--- src/rtl/core/sgps_pkg.sv ---
// Shared types and constants of the path smoother.
// Used by sgps_window, sgps_fir and savitzky_golay_path_smoother; no dependencies.
package sgps_pkg;

	localparam int HALF_WINDOW_DEF = 4;
	localparam int COORD_W         = 32;
	localparam int COEFF_W         = 18;
	localparam int NUM_COEFF       = 5;
	localparam int MAX_DIST        = NUM_COEFF - 1;
	localparam int FRAC_BITS       = 16;
	localparam int CFG_IDX_W       = 3;

	// A pair of coordinates added, times one weight, summed over up to five terms.
	localparam int PAIR_W = COORD_W + 1;
	localparam int PROD_W = PAIR_W + COEFF_W;
	localparam int SUM_W  = PROD_W + 3;

	typedef enum logic [CFG_IDX_W-1:0] {
		REG_COEFF_CENTER = 3'd0,
		REG_COEFF_DIST1  = 3'd1,
		REG_COEFF_DIST2  = 3'd2,
		REG_COEFF_DIST3  = 3'd3,
		REG_COEFF_DIST4  = 3'd4
	} cfg_reg_e;

	typedef logic signed [COEFF_W-1:0] coeff_t;
	typedef coeff_t coeff_bank_t [NUM_COEFF];

	localparam coeff_bank_t COEFF_RESET = '{
		18'sd16739, 18'sd15320, 18'sd11065, 18'sd3972, -18'sd5958
	};

	// Control that travels beside the data of one result.
	typedef struct packed {
		logic valid;
		logic path_end;
	} stage_tag_t;

	// Load strobes of the two arithmetic stages.
	typedef struct packed {
		logic load_s2;
		logic load_s3;
	} pipe_ctl_t;

	function automatic int num_weights(input int half);
		return (half < MAX_DIST) ? half : MAX_DIST;
	endfunction

endpackage

--- src/rtl/core/sgps_window.sv ---
// Delay lines of both coordinates, path start and drain sequencing, and the
// first pipeline stage with the symmetric pair sums. Depends on sgps_pkg.
module sgps_window #(
	parameter int HALF_WINDOW = sgps_pkg::HALF_WINDOW_DEF,
	localparam int NW = sgps_pkg::num_weights(HALF_WINDOW)
) (
	input  logic                                   clk,
	input  logic                                   arst_n,
	input  logic signed [sgps_pkg::COORD_W-1:0]    in_x,
	input  logic signed [sgps_pkg::COORD_W-1:0]    in_y,
	input  logic                                   in_last,
	input  logic                                   in_valid,
	output logic                                   in_ready,
	input  logic                                   s1_ready,
	output sgps_pkg::stage_tag_t                   tag_s1,
	output logic signed [sgps_pkg::PAIR_W-1:0]     pair_x_s1 [0:NW],
	output logic signed [sgps_pkg::PAIR_W-1:0]     pair_y_s1 [0:NW]
);
	import sgps_pkg::*;

	localparam int TAPS  = 2 * HALF_WINDOW + 1;
	localparam int CNT_W = $clog2(HALF_WINDOW + 1);
	localparam logic [CNT_W-1:0] HALF_CNT = CNT_W'(HALF_WINDOW);

	logic signed [COORD_W-1:0] win_x_q [TAPS];
	logic signed [COORD_W-1:0] win_y_q [TAPS];
	logic signed [COORD_W-1:0] nxt_x [TAPS];
	logic signed [COORD_W-1:0] nxt_y [TAPS];
	logic signed [COORD_W-1:0] src_x, src_y;
	logic [CNT_W-1:0] fill_q, step_q;
	logic [CNT_W:0]   drain_sum;
	logic drain_q, take, drain_step, step, load_all, emit, emit_end;

	assign in_ready   = !drain_q && s1_ready;
	assign take       = in_valid && in_ready;
	assign drain_step = drain_q && s1_ready;
	assign step       = take || drain_step;

	// While draining, the last point is shifted in again, which clamps on the right.
	assign src_x    = drain_q ? win_x_q[TAPS-1] : in_x;
	assign src_y    = drain_q ? win_y_q[TAPS-1] : in_y;
	assign load_all = !drain_q && (fill_q == '0);

	always_comb begin
		for (int m = 0; m < TAPS - 1; m++) begin
			nxt_x[m] = load_all ? src_x : win_x_q[m+1];
			nxt_y[m] = load_all ? src_y : win_y_q[m+1];
		end
		nxt_x[TAPS-1] = src_x;
		nxt_y[TAPS-1] = src_y;
	end

	assign drain_sum = {1'b0, step_q} + {1'b0, fill_q};
	assign emit      = drain_q ? (drain_sum >= {1'b0, HALF_CNT}) : (fill_q == HALF_CNT);
	assign emit_end  = drain_q && (step_q == HALF_CNT);

	always_ff @(posedge clk) begin
		if (step) begin
			for (int m = 0; m < TAPS; m++) begin
				win_x_q[m] <= nxt_x[m];
				win_y_q[m] <= nxt_y[m];
			end
		end
	end

	always_ff @(posedge clk or negedge arst_n) begin
		if (!arst_n) begin
			fill_q  <= '0;
			step_q  <= '0;
			drain_q <= 1'b0;
		end else if (take) begin
			if (in_last) begin
				drain_q <= 1'b1;
				step_q  <= CNT_W'(1);
			end else if (fill_q != HALF_CNT) begin
				fill_q <= fill_q + 1'b1;
			end
		end else if (drain_step) begin
			if (step_q == HALF_CNT) begin
				drain_q <= 1'b0;
				fill_q  <= '0;
			end else begin
				step_q <= step_q + 1'b1;
			end
		end
	end

	always_ff @(posedge clk or negedge arst_n) begin
		if (!arst_n) begin
			tag_s1 <= '0;
		end else if (s1_ready) begin
			tag_s1.valid    <= step && emit;
			tag_s1.path_end <= emit_end;
		end
	end

	// Equal weights at equal distance, so each pair is added before the multiply.
	always_ff @(posedge clk) begin
		if (s1_ready && step && emit) begin
			pair_x_s1[0] <= PAIR_W'(nxt_x[HALF_WINDOW]);
			pair_y_s1[0] <= PAIR_W'(nxt_y[HALF_WINDOW]);
			for (int d = 1; d <= NW; d++) begin
				pair_x_s1[d] <= PAIR_W'(nxt_x[HALF_WINDOW-d]) + PAIR_W'(nxt_x[HALF_WINDOW+d]);
				pair_y_s1[d] <= PAIR_W'(nxt_y[HALF_WINDOW-d]) + PAIR_W'(nxt_y[HALF_WINDOW+d]);
			end
		end
	end

endmodule

--- config.mk ---
export PLATFORM = sky130hd
export DESIGN_NAME = sgps_window
export DESIGN_NICKNAME = d
export VERILOG_FILES = /design/src/rtl/core/sgps_pkg.sv /design/src/rtl/core/sgps_window.sv
export SDC_FILE = /design/constraint.sdc
export NUM_CORES = 2
export LEC_CHECK = 0
export BUFFER_PORTS_ARGS = -buffer_cell sky130_fd_sc_hd__buf_2
export CAP_MARGIN = 20
export CORE_ASPECT_RATIO = 0.5
export CORE_UTILIZATION = 30
export DETAILED_ROUTE_END_ITERATION = 16
export PLACE_DENSITY = 0.51
export SLEW_MARGIN = 20
export SYNTH_ARGS = -nofsm -noshare
export SYNTH_HDL_FRONTEND = slang
export SYNTH_SLANG_ARGS = --single-unit
export TNS_END_PERCENT = 30
--- constraint.sdc ---
create_clock -name clk -period 35.6 [get_ports clk]
set_input_delay 3.56 -clock clk [delete_from_list [all_inputs] [get_ports clk]]
set_output_delay 3.56 -clock clk [all_outputs]
set_load 0.005 [all_outputs]
Word level (Yosys, flattened, before mapping)

Memories as Yosys holds them, arrays and structs flattened.
Index checks and enable logic that the tools add are counted.

$add $sub $neg: 11
$mul: 0
Divide/modulo/power cells: 0
$lt $le $gt $ge: 1
Eq/ne operators: 7
Shift operators: 0
Muxes and demuxes: 34
Bitwise logic cells: 0
Reduce and logical (&&, ||, !) cells: 16

Operator list:

| operator                                                                             | number |
|---|---|
| 32-bit 2-to-1 mux                                                                    | 18 |
| 32-bit by 32-bit adder with 33-bit output                                            | 8 |
| 3-bit 2-to-1 mux                                                                     | 9 |
| 1-bit logical AND                                                                    | 8 |
| 1-bit 2-to-1 mux                                                                     | 7 |
| 3-bit by 1-bit adder with 3-bit output (second input constant)                       | 2 |
| 3-bit == test (second input constant)                                                | 2 |
| 2-bit != test (second input constant)                                                | 3 |
| 3-bit AND reduction                                                                  | 2 |
| 3-bit by 3-bit adder with 4-bit output                                               | 1 |
| 4-bit by 3-bit greater-or-equal comparator with 1-bit output (second input constant) | 1 |
| 4-bit AND reduction                                                                  | 1 |
| 2-bit nonzero test                                                                   | 2 |
| 3-bit logical NOT                                                                    | 1 |
| 3-bit != test (second input constant)                                                | 1 |
| 2-bit by 1-bit != test with 1-bit output (second input constant)                     | 1 |
| 1-bit logical NOT                                                                    | 1 |
| 1-bit logical OR                                                                     | 1 |

Register bits: 337
Bits in latches: 0
Memory bits (writable): 576
Bits in read-only memories: 0
Input bits: 69
Output and inout bits: 333
Word-level logic and storage cells: 86
Memories: 2

Memories:

| memory  | words | width | read ports | clocked after Yosys merged registers in | wr ports | line              | source |
|---|---|---|---|---|---|---|---|
| win_x_q | 9     | 32    | 8          | 0                                       | 9        | sgps_window.sv:25 | `logic signed [COORD_W-1:0] win_x_q [TAPS];` |
| win_y_q | 9     | 32    | 8          | 0                                       | 9        | sgps_window.sv:26 | `logic signed [COORD_W-1:0] win_y_q [TAPS];` |

Longest topological paths before layout

Depth after elaboration: 6
Depth in mapped cells: 21
Depth with buffers taken out: 18

Worst setup path before layout

OpenSTA, ideal clock, no wires.

Path kind: input -> register
Start point: input s1_ready
End point: register pair_x_s1[0] in the netlist's numbering, enable pin
Setup time: 1.506 ns
Arrival time: 27.538 ns
Data required time: 34.094 ns
Setup slack: 6.556 ns
Stages on the path: 2
Buffers on the path: 0
Path through: inv_1 > a211oi_1

Cells in the longest elaborated chain, start to end: 5
Elaborated cells on any way between the ends: 6
Those cells by class: reduce/logical: 6

Ends and longest elaborated chain:

| what                               | line               | source |
|---|---|---|
| start, declared                    | sgps_window.sv:14  | `input logic s1_ready,` |
| 1-bit logical AND                  | sgps_window.sv:34  | `assign in_ready = !drain_q && s1_ready;` |
| 1-bit logical AND                  | sgps_window.sv:35  | `assign take = in_valid && in_ready;` |
| 1-bit logical OR                   | sgps_window.sv:37  | `assign step = take \|\| drain_step;` |
| 1-bit logical AND (*) (2 in a row) | sgps_window.sv:99  | `if (s1_ready && step && emit) begin` |
| end signal, assigned by index      | sgps_window.sv:103 | `pair_x_s1[d] <= PAIR_W'(nxt_x[HALF_WINDOW-d]) + PAIR_W'(nxt_x[HALF_WINDOW+d]);` |
| end, declared                      | sgps_window.sv:16  | `output logic signed [sgps_pkg::PAIR_W-1:0] pair_x_s1 [0:NW],` |

Every way passes the cells marked *; elsewhere a longest branch is shown, timed or not.
A chain may end at the register's enable or synchronous reset.

Final worst setup path

Start point: input s1_ready
End point: output in_ready

Cells in the longest elaborated chain, start to end: 1

Ends and longest elaborated chain:

| what              | line              | source |
|---|---|---|
| 1-bit logical AND | sgps_window.sv:34 |  |
| end, declared     | sgps_window.sv:13 | `output logic in_ready,` |

Every way passes these cells.

==> results.sh <==
export IMPL_status="finished, final reports clean"
export IMPL_synth_simple_gate_area_frac=0.1330
export IMPL_grt_overflow_total=0
export IMPL_worst_path_buf_inv=3
export IMPL_dieArea_um2=145200
export IMPL_worst_pin_slew_ns=1.047
export IMPL_met3_usage=0.02556
export IMPL_postLayoutCoreUtil=0.3548
export IMPL_path_class="input port to primary output"
export IMPL_synth_xor_area_frac=0.04555
export IMPL_clock_fmax_mhz=128.1
export IMPL_rsz0062_at_grt="no"
export IMPL_maxCapViolCount=0
export IMPL_timing_final_max_slew_violations=0
export IMPL_crit_required_ns=32.04
export IMPL_grt_max_degree=172
export IMPL_placed_cells=5950
export IMPL_synth_area_um2=43070
export IMPL_clk_pin_slew_ns=0.06
export IMPL_netlist_cell_type_count=80
export IMPL_avgSynthCellArea_um2=11.50
export IMPL_synth_seq_cells=849
export IMPL_clockRootBuffer="clkbuf_16"
export IMPL_synth_cells=3744
export IMPL_grt_first_pass_wirelength_um=187000
export IMPL_pin_count=402
export IMPL_dr_pass1_iters=6
export IMPL_area_growth_syn_to_layout_pct=16.38
export IMPL_clock_skew_final_ns=0.02529
export IMPL_antenna_found_initial=7
export IMPL_synthFlopType="edfxtp_1"
export IMPL_fill_cells=14061
export IMPL_critPathSlowestCell="inv_1"
export IMPL_cts_sinks=849
export IMPL_path_max_fanout=6
export IMPL_cp_end_kind="primary output"
export IMPL_fin_cells=6107
export IMPL_nNetsFinal=4495
export IMPL_layout_drive_gt1_share=0.1536
export IMPL_drc_errors=0
export IMPL_via_count=30085
export IMPL_met2_usage=0.2687
export IMPL_routed_via_density=4.926
export IMPL_post_route_min_period_ns=7.809
export IMPL_synth_top_family_by_area="simple AND/OR/NAND/NOR gates"
export IMPL_busiest_layer="met2"
export IMPL_synth_mux_area_frac=0.01720
export IMPL_port_buffers=401
export IMPL_crit_top_cell="buf_2"
export IMPL_cts_hold_buffers=0
export IMPL_hold_viol_final=0
export IMPL_track_usage=0.1688
export IMPL_yosys_warnings=0
export IMPL_cp_start_kind="input port"
export IMPL_core_area_um2=141300
export IMPL_met1_usage=0.2378
export IMPL_post_cts_resized=0
export IMPL_synth_nets=4083
export IMPL_synth_compound_area_frac=0.1164
export IMPL_grt_pass1_vias=29458
export IMPL_dp_hpwl_um=92240
export IMPL_numCtsBuffers=85
export IMPL_row_count=97
export IMPL_postCtsSetupBuffers=0
export IMPL_first_iter_violations=2268
export IMPL_dieWidth_um=537.8
export IMPL_finalCritPeriodShare=0.2193
export IMPL_critical_path_max_stage_delay_ns=0.24
export IMPL_clockBufferDepth=3
export IMPL_cts_tree="yes"
export IMPL_crit_family="buffers and inverters"
export IMPL_gp_congestion=0.9113
export IMPL_ys_async_sr_fraction=0.01060
export IMPL_hold_ws_ns=0.4781
export IMPL_synth_edf_count=840
export IMPL_wl_per_cell_um=20.54
export IMPL_relSlewSlack=0.3021
export IMPL_initial_core_util=0.3049
export IMPL_hp_class="flip-flop to flip-flop"
export IMPL_worstPathCellList="buf_2 > inv_1 > nor2_1 > buf_2"
export IMPL_fp_dieH_um=269.9
export IMPL_seq_area_frac_synth=0.5909
export IMPL_setup_tns_ns=0
export IMPL_clock_latency_ns=0.69
export IMPL_h_tree_depth=3
export IMPL_postRouteAntennaNets=0
export IMPL_synth_fa_ha_area_frac=0.07983
export IMPL_routed_wl_um=125400
export IMPL_crit_arrival_ns=4.25
export IMPL_setup_viol=0
-- Yosys cell counts, types with 4 or more instances --
cell | count | area share
dfrtp_1 | 9 | 0.0052
o21ai_0 | 114 | 0.013
and2_1 | 21 | 0.0031
mux2_2 | 64 | 0.017
o31ai_1 | 9 | 0.0016
o21a_1 | 31 | 0.0054
buf_1 | 6 | 0.00052
o21bai_1 | 29 | 0.0051
or3_1 | 7 | 0.0010
o31a_1 | 6 | 0.0012
nor3b_1 | 8 | 0.0014
o221a_2 | 5 | 0.0013
o211ai_1 | 10 | 0.0017
inv_1 | 95 | 0.0083
o21ai_1 | 6 | 0.00070
a2bb2oi_1 | 4 | 0.00081
and4_1 | 7 | 0.0014
fa_1 | 8 | 0.0037
nand2_1 | 118 | 0.010
ha_1 | 262 | 0.076
nor2_1 | 1026 | 0.089
a211oi_1 | 23 | 0.0040
xor2_1 | 67 | 0.014
o41ai_1 | 4 | 0.00081
nor3_1 | 34 | 0.0040
a31o_2 | 5 | 0.0010
o2111ai_1 | 5 | 0.0010
nand2b_1 | 21 | 0.0031
a31oi_1 | 18 | 0.0026
or2_2 | 5 | 0.00073
a311o_1 | 6 | 0.0014
edfxtp_1 | 840 | 0.59
and3_1 | 25 | 0.0036
a21o_1 | 201 | 0.035
a311oi_1 | 5 | 0.0010
clkbuf_1 | 91 | 0.0079
xnor2_1 | 157 | 0.032
nor2b_1 | 33 | 0.0048
a21oi_1 | 221 | 0.026
nand4_1 | 18 | 0.0026
nand3_1 | 54 | 0.0063
-- sequential cells by signal (all words and copies together), names as in the netlist --
name,count
pair_y_s1,164
tag_s1,2
drain_q,1
win_x_q,256
fill_q,3
win_y_q,256
step_q,3
pair_x_s1,164
-- layout make-up --
cell class | count | area, um^2 | share of cell area
inverters | 95 | 356.6 | 0.007114
clock buffers | 107 | 2295 | 0.04578
diodes | 2 | 5.005 | 0.00009985
well taps | 1881 | 2354 | 0.04695
clock inverters | 48 | 541.8 | 0.01081
flip-flops and latches | 849 | 25450 | 0.5078
repair buffers | 424 | 2208 | 0.04406
multi-input cells | 2701 | 16910 | 0.3374
-- worst register-to-register path, cell delays in order, from the launching register on --
cell and delay (ns):
dfrtp_1 0.39, inv_1 0.06, ha_1 0.24, or3b_4 0.49, buf_4 0.61, buf_4 0.68
nor2_1 0.28, nor2_1 0.23, ha_1 0.20, inv_1 0.06, fa_1 0.46, nor2b_1 0.30
o2111ai_1 0.20, nand4_1 0.19, a21oi_1 0.21, o311ai_1 0.53, a21oi_2 0.16, o21ai_1 0.27
a311o_1 0.30, nor3b_1 0.20, a211oi_1 0.08
-- metrics by stage --
stage                     setup WS, ns  area [um^2]
after floorplan                  6.556        43070
after global placement           27.59        47280
after detailed placement         27.58        47280
after CTS                        27.79        50120
after global routing             27.74        50120
final                            27.79        50120
-- layer usage --
metal	wire, um	up-vias
li1	-	14403
met1	59780	14860
met2	57590	651
met3	5018	167
met4	3017	4
met5	20	-
-- logic make-up after synthesis --
logic type      count (synthesis)
compound gates                756
xor+xnor                      224
fa+ha+maj                     270
buf+inv                       194
flops                         849
mux                            66
simple gates                 1385
-- cell usage in the layout (no fill, tap or decap), types with 6 or more instances in the layout --
| cell type | instances |
|---|---|
| o21ai_0 | 114 |
| o21bai_1 | 29 |
| o31a_1 | 6 |
| nor2_1 | 1025 |
| ha_1 | 262 |
| bufinv_16 | 12 |
| o31ai_1 | 9 |
| clkbuf_16 | 89 |
| buf_2 | 401 |
| fa_1 | 8 |
| and3_1 | 25 |
| clkinv_1 | 13 |
| nand2b_1 | 21 |
| a311o_1 | 6 |
| nor2b_1 | 33 |
| nor3b_1 | 7 |
| inv_1 | 95 |
| nand2_1 | 118 |
| and4_1 | 7 |
| xnor2_1 | 157 |
| buf_4 | 20 |
| a21o_1 | 201 |
| o21a_1 | 31 |
| clkbuf_1 | 18 |
| and2_1 | 21 |
| o21ai_1 | 6 |
| a31oi_1 | 18 |
| a211oi_1 | 22 |
| mux2_2 | 64 |
| o211ai_1 | 10 |
| nor3_1 | 34 |
| nand3_1 | 54 |
| clkinv_2 | 18 |
| a21oi_1 | 221 |
| nand4_1 | 18 |
| edfxtp_1 | 840 |
| dfrtp_1 | 8 |
| or3_1 | 7 |
| xor2_1 | 67 |
-- worst paths after layout --
path	startpoint	cells after the start	endpoint	slack, ns
setup / recovery	s1_ready	4	in_ready	27.79
setup reg to reg	fill_q[0]	20	pair_y_s1[65]	29.21
hold reg to reg	tag_s1[1]	1	tag_s1[1]	0.48
hold / removal	tag_s1[1]	1	tag_s1[1]	0.48
min in group asynchronous	arst_n	1	step_q[0]	2.73
max in group asynchronous	arst_n	1	drain_q	32.65
Power is not shown: default switching activity piles up to over one toggle a cycle in this logic, so the estimate is an artifact.
